## config.mk

```make
export PLATFORM = sky130hd
export DESIGN_NAME = arena_block_allocator
export DESIGN_NICKNAME = d
export VERILOG_FILES = /design/src/design/aba_pkg.sv /design/src/design/arena_block_allocator.sv
export SDC_FILE = /design/constraint.sdc
export NUM_CORES = 2
export LEC_CHECK = 0
export BUFFER_PORTS_ARGS = -buffer_cell sky130_fd_sc_hd__buf_2
export CAP_MARGIN = 10
export CORE_MARGIN = 2
export CORE_UTILIZATION = 40
export DETAILED_ROUTE_END_ITERATION = 8
export PLACE_DENSITY_LB_ADDON = 0.1
export SKIP_LAST_GASP = 1
export SLEW_MARGIN = 20
export SYNTH_ARGS = -nofsm -noshare
export SYNTH_HDL_FRONTEND = slang
export SYNTH_SLANG_ARGS = --single-unit
```

## constraint.sdc

```tcl
create_clock -name clk_i -period 20.1 [get_ports clk_i]
set_input_delay 4.02 -clock clk_i [delete_from_list [all_inputs] [get_ports clk_i]]
set_output_delay 4.02 -clock clk_i [all_outputs]
set_load 0.02 [all_outputs]
```

## src/design/aba_pkg.sv

```systemverilog
// Package for the arena block allocator.
// Holds the transaction payload types and the request, status and slot codes.
// No dependencies.
package aba_pkg;

  typedef enum logic [2:0] {
    KIND_ALLOC     = 3'd0,
    KIND_CALLOC    = 3'd1,
    KIND_FREE_B    = 3'd2,
    KIND_FREE_TOP  = 3'd3,
    KIND_FREE_ALL  = 3'd4,
    KIND_DECOMMIT  = 3'd5,
    KIND_INIT      = 3'd6,
    KIND_NOP       = 3'd7
  } kind_e;

  typedef enum logic [1:0] {
    STAT_OK        = 2'd0,
    STAT_TOO_BIG   = 2'd1,
    STAT_NO_SLOT   = 2'd2,
    STAT_NO_LIVE   = 2'd3
  } status_e;

  typedef enum logic [1:0] {
    SLOT_UNUSED    = 2'd0,
    SLOT_LIVE      = 2'd1,
    SLOT_FREE      = 2'd2,
    SLOT_RSVD      = 2'd3
  } slot_e;

  localparam int unsigned SizeW = 13;
  localparam int unsigned StampW = 16;
  localparam int unsigned CountW = 5;
  localparam logic [SizeW-1:0] BlockSizeReset = 13'd4096;

  typedef struct packed {
    logic [2:0]       kind;
    logic [SizeW-1:0] size;
    logic [SizeW-1:0] count;
  } in_t;

  typedef struct packed {
    logic [15:0]       address;
    logic [SizeW-1:0]  amount;
    logic [1:0]        status;
    logic [CountW-1:0] live_blocks;
    logic [CountW-1:0] free_blocks;
  } out_t;

endpackage

```

## src/design/arena_block_allocator.sv

```systemverilog
// Arena block allocator top level: sequencer plus slot-size, free-stamp and
// live-stack memories. Depends on aba_pkg.
//
// One transaction at a time. Free bytes that keeps the block, and alloc that
// fits the top block, run decode, top read, room check and done; freeing the
// top block reloads the head from the new top block's size, if any; an alloc that
// misses the top block scans every slot through the slot-size and free-stamp
// read ports; free all pops one live block at a time. Decommit, init and
// no-op go from decode to done. A finished result waits in the output
// register while the next request is taken. No clearing pass after reset.
module arena_block_allocator
  import aba_pkg::*;
#(
  parameter int unsigned NUM_SLOTS  = 16,
  parameter int unsigned SLOT_BYTES = 4096
) (
  input  logic             clk_i,
  input  logic             rst_ni,
  input  logic             in_valid_i,
  output logic             in_ready_o,
  input  in_t              in_data_i,
  output logic             out_valid_o,
  input  logic             out_ready_i,
  output out_t             out_data_o,
  input  logic             cfg_we_i,
  input  logic [SizeW-1:0] cfg_wdata_i
);

  localparam int unsigned SW = $clog2(NUM_SLOTS);
  localparam int unsigned DW = $clog2(NUM_SLOTS + 1);
  localparam logic [16:0] SlotBytesW = 17'(SLOT_BYTES);
  localparam logic [31:0] SlotBytes32 = 32'(SLOT_BYTES);
  localparam logic [DW-1:0] NumSlotsD = DW'(NUM_SLOTS);

  typedef enum logic [3:0] {
    S_IDLE, S_DEC, S_TOP, S_ROOM, S_SCAN, S_PICK, S_NT1, S_NT2, S_NT3,
    S_FA1, S_FA2, S_DONE
  } state_e;

  state_e             state_q;
  logic [SizeW-1:0]   bs_q;
  logic [2:0]         kind_q;
  logic [SizeW-1:0]   size_q, req_q;
  logic [SizeW-1:0]   cnt_q;
  logic [SizeW-1:0]   head_q;
  logic [DW-1:0]      depth_q, nfree_q;
  logic [StampW-1:0]  stamp_q;
  logic [SW-1:0]      top_q;
  logic [1:0]         st_q [NUM_SLOTS];
  logic [SW:0]        sc_q;
  logic               cmp_v_q;
  logic [SW-1:0]      cmp_idx_q;
  logic               best_v_q, un_v_q;
  logic [SW-1:0]      best_idx_q, un_idx_q;
  logic [SizeW-1:0]   best_d_q;
  logic [StampW-1:0]  best_age_q;
  logic [15:0]        res_addr_q;
  logic [SizeW-1:0]   res_amt_q;
  logic [1:0]         res_st_q;
  logic               out_valid_q;
  out_t               out_q;

  logic [SizeW-1:0]   ss_mem [NUM_SLOTS];
  logic [StampW-1:0]  fs_mem [NUM_SLOTS];
  logic [SW-1:0]      ls_mem [NUM_SLOTS];
  logic [SizeW-1:0]   ss_rdata;
  logic [StampW-1:0]  fs_rdata;
  logic [SW-1:0]      ls_rdata;
  logic [SW-1:0]      ss_raddr, fs_raddr, ls_raddr, ss_waddr, fs_waddr, ls_waddr;
  logic               ss_we, fs_we, ls_we;
  logic [SizeW-1:0]   ss_wdata;
  logic [SW-1:0]      ls_wdata;

  logic [DW-1:0]      depth_m1;
  logic [SizeW-1:0]   need, room, cand_d;
  logic [StampW-1:0]  cand_age;
  logic [25:0]        prod;
  logic               too_big, fits, cand, better, pick_ok;
  logic [SW-1:0]      pick_s;
  logic [31:0]        top_base, pick_base;

  assign depth_m1  = depth_q - DW'(1);
  assign need      = (bs_q != '0) ? bs_q : req_q;
  assign room      = (head_q > ss_rdata) ? '0 : ss_rdata - head_q;
  assign prod      = 26'(kind_q == KIND_CALLOC ? cnt_q : 13'd0) * 26'(size_q);
  assign too_big   = ((bs_q != '0) && (req_q > bs_q)) || ({4'd0, need} > SlotBytesW);
  assign fits      = (depth_q != '0) && (req_q <= room);
  assign cand      = cmp_v_q && (st_q[cmp_idx_q] == SLOT_FREE) && (ss_rdata >= need);
  assign cand_d    = ss_rdata - need;
  assign cand_age  = stamp_q - fs_rdata;
  assign better    = !best_v_q || (cand_d < best_d_q) ||
                     ((cand_d == best_d_q) && (cand_age < best_age_q));
  assign pick_ok   = best_v_q || un_v_q;
  assign pick_s    = best_v_q ? best_idx_q : un_idx_q;
  assign top_base  = 32'(top_q) * SlotBytes32;
  assign pick_base = 32'(pick_s) * SlotBytes32;

  always_comb begin
    ss_raddr = top_q;
    fs_raddr = sc_q[SW-1:0];
    ls_raddr = depth_m1[SW-1:0];
    ss_we    = 1'b0;
    ss_waddr = pick_s;
    ss_wdata = need;
    fs_we    = 1'b0;
    fs_waddr = top_q;
    ls_we    = 1'b0;
    ls_waddr = depth_q[SW-1:0];
    ls_wdata = pick_s;
    unique case (state_q)
      S_TOP:  ss_raddr = ls_rdata;
      S_SCAN: ss_raddr = sc_q[SW-1:0];
      S_NT2:  ss_raddr = ls_rdata;
      S_DEC: begin
        if (kind_q == KIND_INIT && bs_q != '0 && {4'd0, bs_q} <= SlotBytesW) begin
          ss_we    = 1'b1;
          ss_waddr = '0;
          ss_wdata = bs_q;
          ls_we    = 1'b1;
          ls_waddr = '0;
          ls_wdata = '0;
        end
      end
      S_ROOM: begin
        fs_we = (kind_q == KIND_FREE_TOP || kind_q == KIND_FREE_B) &&
                (depth_q != '0) &&
                (kind_q == KIND_FREE_TOP || size_q >= head_q);
      end
      S_FA2: begin
        fs_we    = 1'b1;
        fs_waddr = ls_rdata;
      end
      S_PICK: begin
        ss_we = !best_v_q && un_v_q;
        ls_we = pick_ok && (depth_q < NumSlotsD);
      end
      default: ;
    endcase
  end

  always_ff @(posedge clk_i) begin
    if (ss_we) ss_mem[ss_waddr] <= ss_wdata;
    if (fs_we) fs_mem[fs_waddr] <= stamp_q;
    if (ls_we) ls_mem[ls_waddr] <= ls_wdata;
    ss_rdata <= ss_mem[ss_raddr];
    fs_rdata <= fs_mem[fs_raddr];
    ls_rdata <= ls_mem[ls_raddr];
  end

  always_ff @(posedge clk_i or negedge rst_ni) begin
    if (!rst_ni) begin
      state_q     <= S_IDLE;
      bs_q        <= BlockSizeReset;
      kind_q      <= '0;
      size_q      <= '0;
      cnt_q       <= '0;
      req_q       <= '0;
      head_q      <= '0;
      depth_q     <= '0;
      nfree_q     <= '0;
      stamp_q     <= '0;
      top_q       <= '0;
      for (int i = 0; i < NUM_SLOTS; i++) st_q[i] <= SLOT_UNUSED;
      sc_q        <= '0;
      cmp_v_q     <= 1'b0;
      cmp_idx_q   <= '0;
      best_v_q    <= 1'b0;
      un_v_q      <= 1'b0;
      best_idx_q  <= '0;
      un_idx_q    <= '0;
      best_d_q    <= '0;
      best_age_q  <= '0;
      res_addr_q  <= '0;
      res_amt_q   <= '0;
      res_st_q    <= STAT_OK;
      out_valid_q <= 1'b0;
      out_q       <= '0;
    end else begin
      if (cfg_we_i) bs_q <= cfg_wdata_i;
      if (out_valid_q && out_ready_i) out_valid_q <= 1'b0;
      unique case (state_q)
        S_IDLE: begin
          if (in_valid_i) begin
            kind_q     <= in_data_i.kind;
            size_q     <= in_data_i.size;
            cnt_q      <= in_data_i.count;
            res_addr_q <= '0;
            res_amt_q  <= '0;
            res_st_q   <= STAT_OK;
            state_q    <= S_DEC;
          end
        end
        S_DEC: begin
          req_q   <= (kind_q == KIND_CALLOC) ?
                     ((|prod[25:13]) ? '1 : prod[12:0]) : size_q;
          state_q <= S_DONE;
          case (kind_q)
            KIND_ALLOC, KIND_CALLOC, KIND_FREE_B, KIND_FREE_TOP: state_q <= S_TOP;
            KIND_FREE_ALL: state_q <= S_FA1;
            KIND_DECOMMIT, KIND_INIT: begin
              for (int i = 0; i < NUM_SLOTS; i++) st_q[i] <= SLOT_UNUSED;
              depth_q <= '0;
              head_q  <= '0;
              nfree_q <= '0;
              if (kind_q == KIND_INIT) begin
                stamp_q <= '0;
                if (bs_q != '0) begin
                  if ({4'd0, bs_q} > SlotBytesW) begin
                    res_st_q <= STAT_TOO_BIG;
                  end else begin
                    st_q[0] <= SLOT_LIVE;
                    depth_q <= DW'(1);
                  end
                end
              end
            end
            default: ;
          endcase
        end
        S_TOP: begin
          top_q   <= ls_rdata;
          state_q <= S_ROOM;
        end
        S_ROOM: begin
          state_q <= S_DONE;
          if (kind_q == KIND_ALLOC || kind_q == KIND_CALLOC) begin
            if (too_big) begin
              res_st_q <= STAT_TOO_BIG;
            end else if (fits) begin
              res_addr_q <= top_base[15:0] + 16'(head_q);
              head_q     <= head_q + req_q;
            end else begin
              sc_q     <= '0;
              cmp_v_q  <= 1'b0;
              best_v_q <= 1'b0;
              un_v_q   <= 1'b0;
              state_q  <= S_SCAN;
            end
          end else if (depth_q == '0) begin
            res_st_q <= STAT_NO_LIVE;
          end else if (kind_q == KIND_FREE_B && size_q < head_q) begin
            head_q    <= head_q - size_q;
            res_amt_q <= size_q;
          end else begin
            if (kind_q == KIND_FREE_B) res_amt_q <= head_q;
            st_q[top_q] <= SLOT_FREE;
            stamp_q     <= stamp_q + StampW'(1);
            depth_q     <= depth_m1;
            nfree_q     <= nfree_q + DW'(1);
            state_q     <= S_NT1;
          end
        end
        S_SCAN: begin
          cmp_v_q   <= (sc_q < (SW+1)'(NUM_SLOTS));
          cmp_idx_q <= sc_q[SW-1:0];
          sc_q      <= sc_q + (SW+1)'(1);
          if (cand && better) begin
            best_v_q   <= 1'b1;
            best_idx_q <= cmp_idx_q;
            best_d_q   <= cand_d;
            best_age_q <= cand_age;
          end
          if (cmp_v_q && !un_v_q && st_q[cmp_idx_q] == SLOT_UNUSED) begin
            un_v_q   <= 1'b1;
            un_idx_q <= cmp_idx_q;
          end
          if (sc_q == (SW+1)'(NUM_SLOTS)) state_q <= S_PICK;
        end
        S_PICK: begin
          state_q <= S_DONE;
          if (!pick_ok) begin
            res_st_q <= STAT_NO_SLOT;
          end else begin
            if (best_v_q) nfree_q <= nfree_q - DW'(1);
            st_q[pick_s] <= SLOT_LIVE;
            if (depth_q < NumSlotsD) depth_q <= depth_q + DW'(1);
            res_addr_q <= pick_base[15:0];
            head_q     <= req_q;
          end
        end
        S_NT1: begin
          if (depth_q == '0) begin
            head_q  <= '0;
            state_q <= S_DONE;
          end else begin
            state_q <= S_NT2;
          end
        end
        S_NT2: state_q <= S_NT3;
        S_NT3: begin
          head_q  <= ss_rdata;
          state_q <= S_DONE;
        end
        S_FA1: begin
          if (depth_q == '0) begin
            head_q  <= '0;
            state_q <= S_DONE;
          end else begin
            state_q <= S_FA2;
          end
        end
        S_FA2: begin
          st_q[ls_rdata] <= SLOT_FREE;
          stamp_q        <= stamp_q + StampW'(1);
          depth_q        <= depth_m1;
          nfree_q        <= nfree_q + DW'(1);
          state_q        <= S_FA1;
        end
        S_DONE: begin
          if (!out_valid_q || out_ready_i) begin
            out_valid_q       <= 1'b1;
            out_q.address     <= res_addr_q;
            out_q.amount      <= res_amt_q;
            out_q.status      <= res_st_q;
            out_q.live_blocks <= CountW'(depth_q);
            out_q.free_blocks <= CountW'(nfree_q);
            state_q           <= S_IDLE;
          end
        end
        default: state_q <= S_IDLE;
      endcase
    end
  end

  assign in_ready_o  = (state_q == S_IDLE);
  assign out_valid_o = out_valid_q;
  assign out_data_o  = out_q;

endmodule
```

# ---- Word level (Yosys, flattened, before mapping)
# Memories as Yosys holds them, arrays and structs flattened. A register that Yosys moved wholly into a read port is not among the register bits.
# Cells that the tools add are included.
dict set report classes {
  n_addsub 12
  mul 1
  order_cmp 20
  eq_ne 48
  mux 123
  n_bitwise 13
  n_reduce_logical 65
}
# cell count
set op_table {}
lappend op_table {{$mux W13} 20}
lappend op_table {{$mux W16} 10}
lappend op_table {{$mux W32} 5}
lappend op_table {{$pmux W32 S4} 1}
lappend op_table {{$pmux W16 S3} 2}
lappend op_table {{$mux W5} 15}
lappend op_table {{$pmux W13 S5} 1}
lappend op_table {{$mux W4} 15}
lappend op_table {{$and A16 B16 Y16} 3}
lappend op_table {{$not A16 Y16} 3}
lappend op_table {{$or A16 B16 Y16} 3}
lappend op_table {{$pmux W4 S11} 1}
lappend op_table {{$ne A2 B2 Y1 const B} 20}
lappend op_table {{$pmux W5 S4} 2}
lappend op_table {{$sub A13 B13 Y13} 3}
lappend op_table {{$mux W2} 14}
lappend op_table {{$ge A13 B13 Y1} 2}
lappend op_table {{$gt A13 B13 Y1} 2}
lappend op_table {{$gt A13 B13 Y1 const B} 2}
lappend op_table {{$lt A13 B13 Y1} 2}
lappend op_table {{$mul A13 B13 Y26} 1}
lappend op_table {{$pmux W13 S2} 1}
lappend op_table {{$demux W2 S4} 3}
lappend op_table {{$mux W1} 22}
lappend op_table {{other kinds (53)} 129}
dict set report totals {
  reg_bits 256
  mem_bits_rw 528
  in_bits 47
  out_inout_bits 43
  wordCells 330
  memories 3
}
# memory depth width read_ports rd_ports_with_merged_regs wr line_no
set mem_list {}
lappend mem_list {fs_mem 16 16 1 1 1 arena_block_allocator.sv:64} ;# logic [StampW-1:0] fs_mem [NUM_SLOTS];
lappend mem_list {ss_mem 16 13 1 1 1 arena_block_allocator.sv:63} ;# logic [SizeW-1:0] ss_mem [NUM_SLOTS];
lappend mem_list {ls_mem 16 4 1 1 1 arena_block_allocator.sv:65} ;# logic [SW-1:0] ls_mem [NUM_SLOTS];

# ---- Longest topological paths before layout
dict set report logic_depth {
  depth_word 11
  mapped_depth 27
  ltp_nobuf 23
}

# ---- Worst setup path before layout
# OpenSTA, ideal clock, no wires.
dict set report synth_path {
  kind {register -> register}
  from {register kind_q[1]}
  to {register req_q[10]}
  setup_ns 0.141
  t_arrival_ns 6.962
  required_ns 19.959
  path_slack_ns 12.997
  path_stages_with_launch 25
  path_buffers 6
  synth_period_minus_slack_ns 7.103
  cell_sequence {dfrtp_1 -> clkbuf_1 -> nor2_1 -> clkbuf_1 -> clkbuf_1 -> and3_1 -> clkbuf_1 -> nand2_1 -> fa_1 -> fa_1 -> fa_1 -> fa_1 -> fa_1 -> inv_1 -> ha_1 -> clkbuf_1 -> a21o_1 -> a221oi_1 -> nand3b_1 -> o311ai_0 -> or4_1 -> nor4_1 -> nor4b_2 -> clkbuf_1 -> a31oi_1}
}
dict set report synth_between {
  elab_chain_len 6
}
# item line_no
set synth_lines {}
lappend synth_lines {{from (decl)} arena_block_allocator.sv:42} ;# logic [2:0] kind_q;
lappend synth_lines {{from (signal assigned)} arena_block_allocator.sv:184} ;# kind_q <= in_data_i.kind;
lappend synth_lines {{$eq A3 B1 Y1 (*)} {arena_block_allocator.sv:85, arena_block_allocator.sv:194}}
lappend synth_lines {{$mux W13} arena_block_allocator.sv:85} ;# assign prod = 26'(kind_q == KIND_CALLOC ? cnt_q : 13'd0) * 26'(size_q);
lappend synth_lines {{$mul A13 B13 Y26} arena_block_allocator.sv:85}
lappend synth_lines {{$reduce_or A13 Y1} arena_block_allocator.sv:195} ;# ((|prod[25:13]) ? '1 : prod[12:0]) : size_q;
lappend synth_lines {{$mux W13} arena_block_allocator.sv:195}
lappend synth_lines {{$mux W13 (*)} arena_block_allocator.sv:194} ;# req_q <= (kind_q == KIND_CALLOC) ?
lappend synth_lines {{to (signal assigned)} arena_block_allocator.sv:194}
lappend synth_lines {{to (decl)} arena_block_allocator.sv:43} ;# logic [SizeW-1:0] size_q, req_q;
# Every way passes the cells marked *; elsewhere a longest branch is shown, timed or not.
# A chain may end at the register's enable or synchronous reset.

# ---- Worst setup path in the final report
dict set report layout_path {
  from {register kind_q[1]}
  to {register req_q[7]}
}
# Same word-level chain as after synthesis.

==> metrics.md <==
| Metric | Value |
|---|---|
| Final total power | 3.65 mW |
| Critical path data arrival time | between 8000 and 9000 ps |
| Clock root buffer | clkbuf_16 |
| Netlist Area Pre-Place | approximately 44,000 µm² |
| Yosys warns | 0 |
| Overall die width | between 300 and 400 µm |
| Number of enable-type register cells in the synthesized netlist | about 530 |
| Post-route DRC | 0 |
| I/O Buffers | 89 |
| Cell accounting for the most synthesized area | edfxtp_1 |
| Total CTS buffers | 92 |
| End-of-flow core utilization | roughly 45% |
| Count of H-tree levels built during CTS | 3 |
| Final setup skew | around 44 ps |
| Number of failing setup endpoints in the final timing report | 0 |
| Max-slew headroom at the worst pin | a little over a fifth |
| Fraction of synthesized cell area taken by the top area cell type | between 30% and 40% |
| CP Launch Type | flip-flop |
| Total number of nets in the final design | approximately 3,900 |
| Number of clock sinks | ~820 |
| Worst IR drop on VDD | 0.0646 mV |
| Syn_area_per_cell | between 10 and 15 µm² |
| Async set or reset register ratio after synthesis | between 30% and 40% |
| Number of buffers inserted by hold repair at cts | 0 |
| Setup repair after global routing missed its margin | no |
| Element type at the critical path end | flip-flop |
| Worst hold path class | flip-flop to flip-flop |
| Final routed wire length divided by cell count | between 20 and 25 µm |
| Area contributors post-synth | edfxtp_1 36%, dfrtp_1 15%, mux4_2 8.0%, fa_1 5.8%, ha_1 5.7% |
| Pin slew with the least headroom to its limit | 1170 ps |
| Critical Path Fanout Max | 13 |
| Vert. Die Dim | about 330 µm |
| HPWL Detailed | between 80,000 and 90,000 µm |
| Top Ports | 90 |
| Buffers inserted during post-CTS setup optimization | 0 |
| Post-DP Area | roughly 46,000 µm² |
| Cells resized by post-CTS repair | 0 |
| Combined global-route utilization of all metal layers | 22.1% |
| Synthesized net count | around 3,800 |
| Total Die Area | ~110,000 µm² |
| Part of the Yosys area used for sequential elements | approximately 52% |
| Detail-routed via count per cell | 5.68 |
| Run status | finished, final reports clean |
| RD Place Congestion | 0.888 |
| Grt total ovfl | 0 |
| Synthesis-to-layout area growth | 12.3% |
| Min Clock Period, post-route | ~7500 ps |
| Final worst path period share | about 38% |
| Core area | 109,000 µm² |
| Vias after detailed routing | 28,294 |
| Number of standard cells in the final layout excluding fillers | about 5,000 |
| Final Max Tran Viols | 0 |
| Largest net degree at the start of global routing | about 150 |
| Summed area of non-filler cells in the final layout | around 49,000 µm² |
| Number of global-route vias before repair | 29,399 |
| Cell count after placement | between 4,000 and 5,000 |
| Placement Rows | about 120 |
| CTS tree | built |
| Clock edge transition at the registers on the reported setup and hold paths | around 60 ps |
| Count of mapped cells out of synthesis | between 3,000 and 4,000 |
| Clock latency of the later-clocked register in the worst-skew pair | ~690 ps |
| Total wirelength of the detailed-routed design | 122,000 µm |
| Proportion of layout cells with a drive suffix above 1 | 17.4% |
| Number of buffers between clock root and the deepest sink | 3 |
| Peak clock frequency supported by timing | ~0.13 GHz |
| Global-route wire length before repair | 187,000 µm |
| Sum of negative setup slack | 0 ps |
| Required time of the worst setup path | between 20,000 and 25,000 ps |
| Filler Cells Inserted | between 9,000 and 10,000 |
| Synth Register Bits | ~820 |
| 1st-iter DRT viols | about 2,700 |
| Leakage component of the power | approximately 19 nW |
| Initial cell density of the core | 40.3% |
| Max Cap Violations | 0 |
| Class of the most critical setup path | flip-flop to flip-flop |
| Synth unique cells | 80 |
| Final Hold Violating Endpoints | 0 |
| Number of antenna violations at the first check in global routing | 5 |
| Antenna Nets Post-Route | 0 |
| Pwr/cell area | roughly 74 nW/µm² |
| Most common flop cell mapped by yosys | edfxtp_1 |
| First-pass detailed-route iteration total | 6 |
critical path, cell delays in order (launching register included):
cell	delay (ps)
dfrtp_1	520
nor2_2	490
and3_1	560
nand2_1	150
fa_1	570
inv_1	50
fa_1	480
fa_1	550
fa_1	550
inv_1	50
fa_1	530
inv_1	40
ha_1	380
a21o_1	220
a221oi_1	380
nand3b_1	160
o311ai_0	100
or4_1	500
nor4_1	200
nor4b_4	710
a31oi_1	170
report_power, final:
part / internal [mW] / total [mW] / switching (mW) / leakage [nW]
clock network: 1.06 / 1.78 / 0.718 / 1.56
logic: 0.0214 / 0.0751 / 0.0537 / 9.26
registers: 1.79 / 1.79 / 0.00347 / 7.90
total: 2.87 / 3.65 / 0.775 / 18.7
through the flow:
stage | worst slack (ps) | hold slack, ps
after detailed placement | 12640 | 471
after global placement | 12360 | 473
final | 12550 | 482
after CTS | 12600 | 486
after floorplan | 13000 | 444
after global routing | 11960 | 508
layer usage:
layer | GRT usage, % | routed length (µm)
met3 | 3.13 | 6150
met1 | 31.3 | 55800
met4 | 6.30 | 3330
met2 | 35.5 | 57000
met5 | 0 | 0
area by class of cell:
cell class	count	area, µm²	area share (%)
sequential	817	22900	46.6
multi-input combinational	2163	19300	39.2
clock buffer	118	2520	5.13
tap	1414	1770	3.60
inverter	270	1010	2.06
timing repair buffer	149	938	1.91
clock inverter	53	716	1.46
antenna	1	2.50	0.00509
sequential cells by signal, indices dropped and copies added (netlist names), 5 cells and up:
| signal | cells |
|---|---|
| fs_mem | 256 |
| ss_mem | 208 |
| ls_mem | 64 |
| out_data_o | 41 |
| st_q | 32 |
| best_age_q | 16 |
| fs_rdata | 16 |
| res_addr_q | 16 |
| stamp_q | 16 |
| best_d_q | 13 |
| bs_q | 13 |
| cnt_q | 13 |
| head_q | 13 |
| req_q | 13 |
| res_amt_q | 13 |
| size_q | 13 |
| ss_rdata | 13 |
| depth_q | 5 |
| nfree_q | 5 |
| sc_q | 5 |
final timing paths:
check | to | startpoint | depth (start not counted) | slack [ps]
worst min-delay path | res_amt_q[5] | res_amt_q[5] | 2 | 480
worst max-delay path | req_q[7] | kind_q[1] | 20 | 12550
worst max register to register | req_q[7] | kind_q[1] | 20 | 12550
min in group asynchronous | out_data_o[33] | rst_ni | 1 | 3380
worst min register to register | res_amt_q[5] | res_amt_q[5] | 2 | 480
max in group asynchronous | sc_q[0] | rst_ni | 2 | 15310
synth_stat cells (all sizes together), types with 34 or more instances:
master / number
nor2: 173
nor3: 47
dfrtp: 255
nor2b: 35
inv: 270
clkbuf: 135
mux2: 122
a21oi: 144
xnor2: 45
ha: 201
nand3: 72
edfxtp: 528
a31oi: 36
mux4: 162
mux2i: 58
o21ai: 154
fa: 127
and2: 68
o22ai: 34
nand2: 273
and3: 57
cell families (layout without fill, tap and decap cells):
logic type / after synthesis / after routing / share of synthesized area (%)
AND/OR/NAND/NOR: 831 / 831 / 9.11
buffers and inverters: 434 / 590 / 3.92
adder cells (fa/ha/maj): 328 / 328 / 11.5
multiplexers: 342 / 342 / 13.1
other: 0 / 1 / 0
XOR/XNOR: 72 / 72 / 1.44
AO/OA/AOI/OAI: 590 / 590 / 8.57
flip-flops: 817 / 817 / 52.3
layout by cell type, fill, tap and decap left out, drive strengths merged, types with 14 or more instances in the layout:
cell type    n
a31oi       36
clkbuf     118
xor2        27
mux2       122
nor2       173
buf        149
o22ai       34
dfrtp      255
mux2i       58
a21o        30
o211ai      14
a211oi      17
nor3        47
nand2b      23
o21a        16
o311ai      14
a21oi      144
and3        57
nand4       21
nand2      273
nor4        14
o31ai       30
a22o        18
inv        272
clkinv      32
nand3       72
dfxtp       33
nor2b       35
o21ai      154
fa         127
edfxtp     528
and2        68
xnor2       45
ha         201
mux4       162
Note: power is estimated with default switching activity, not from simulation.
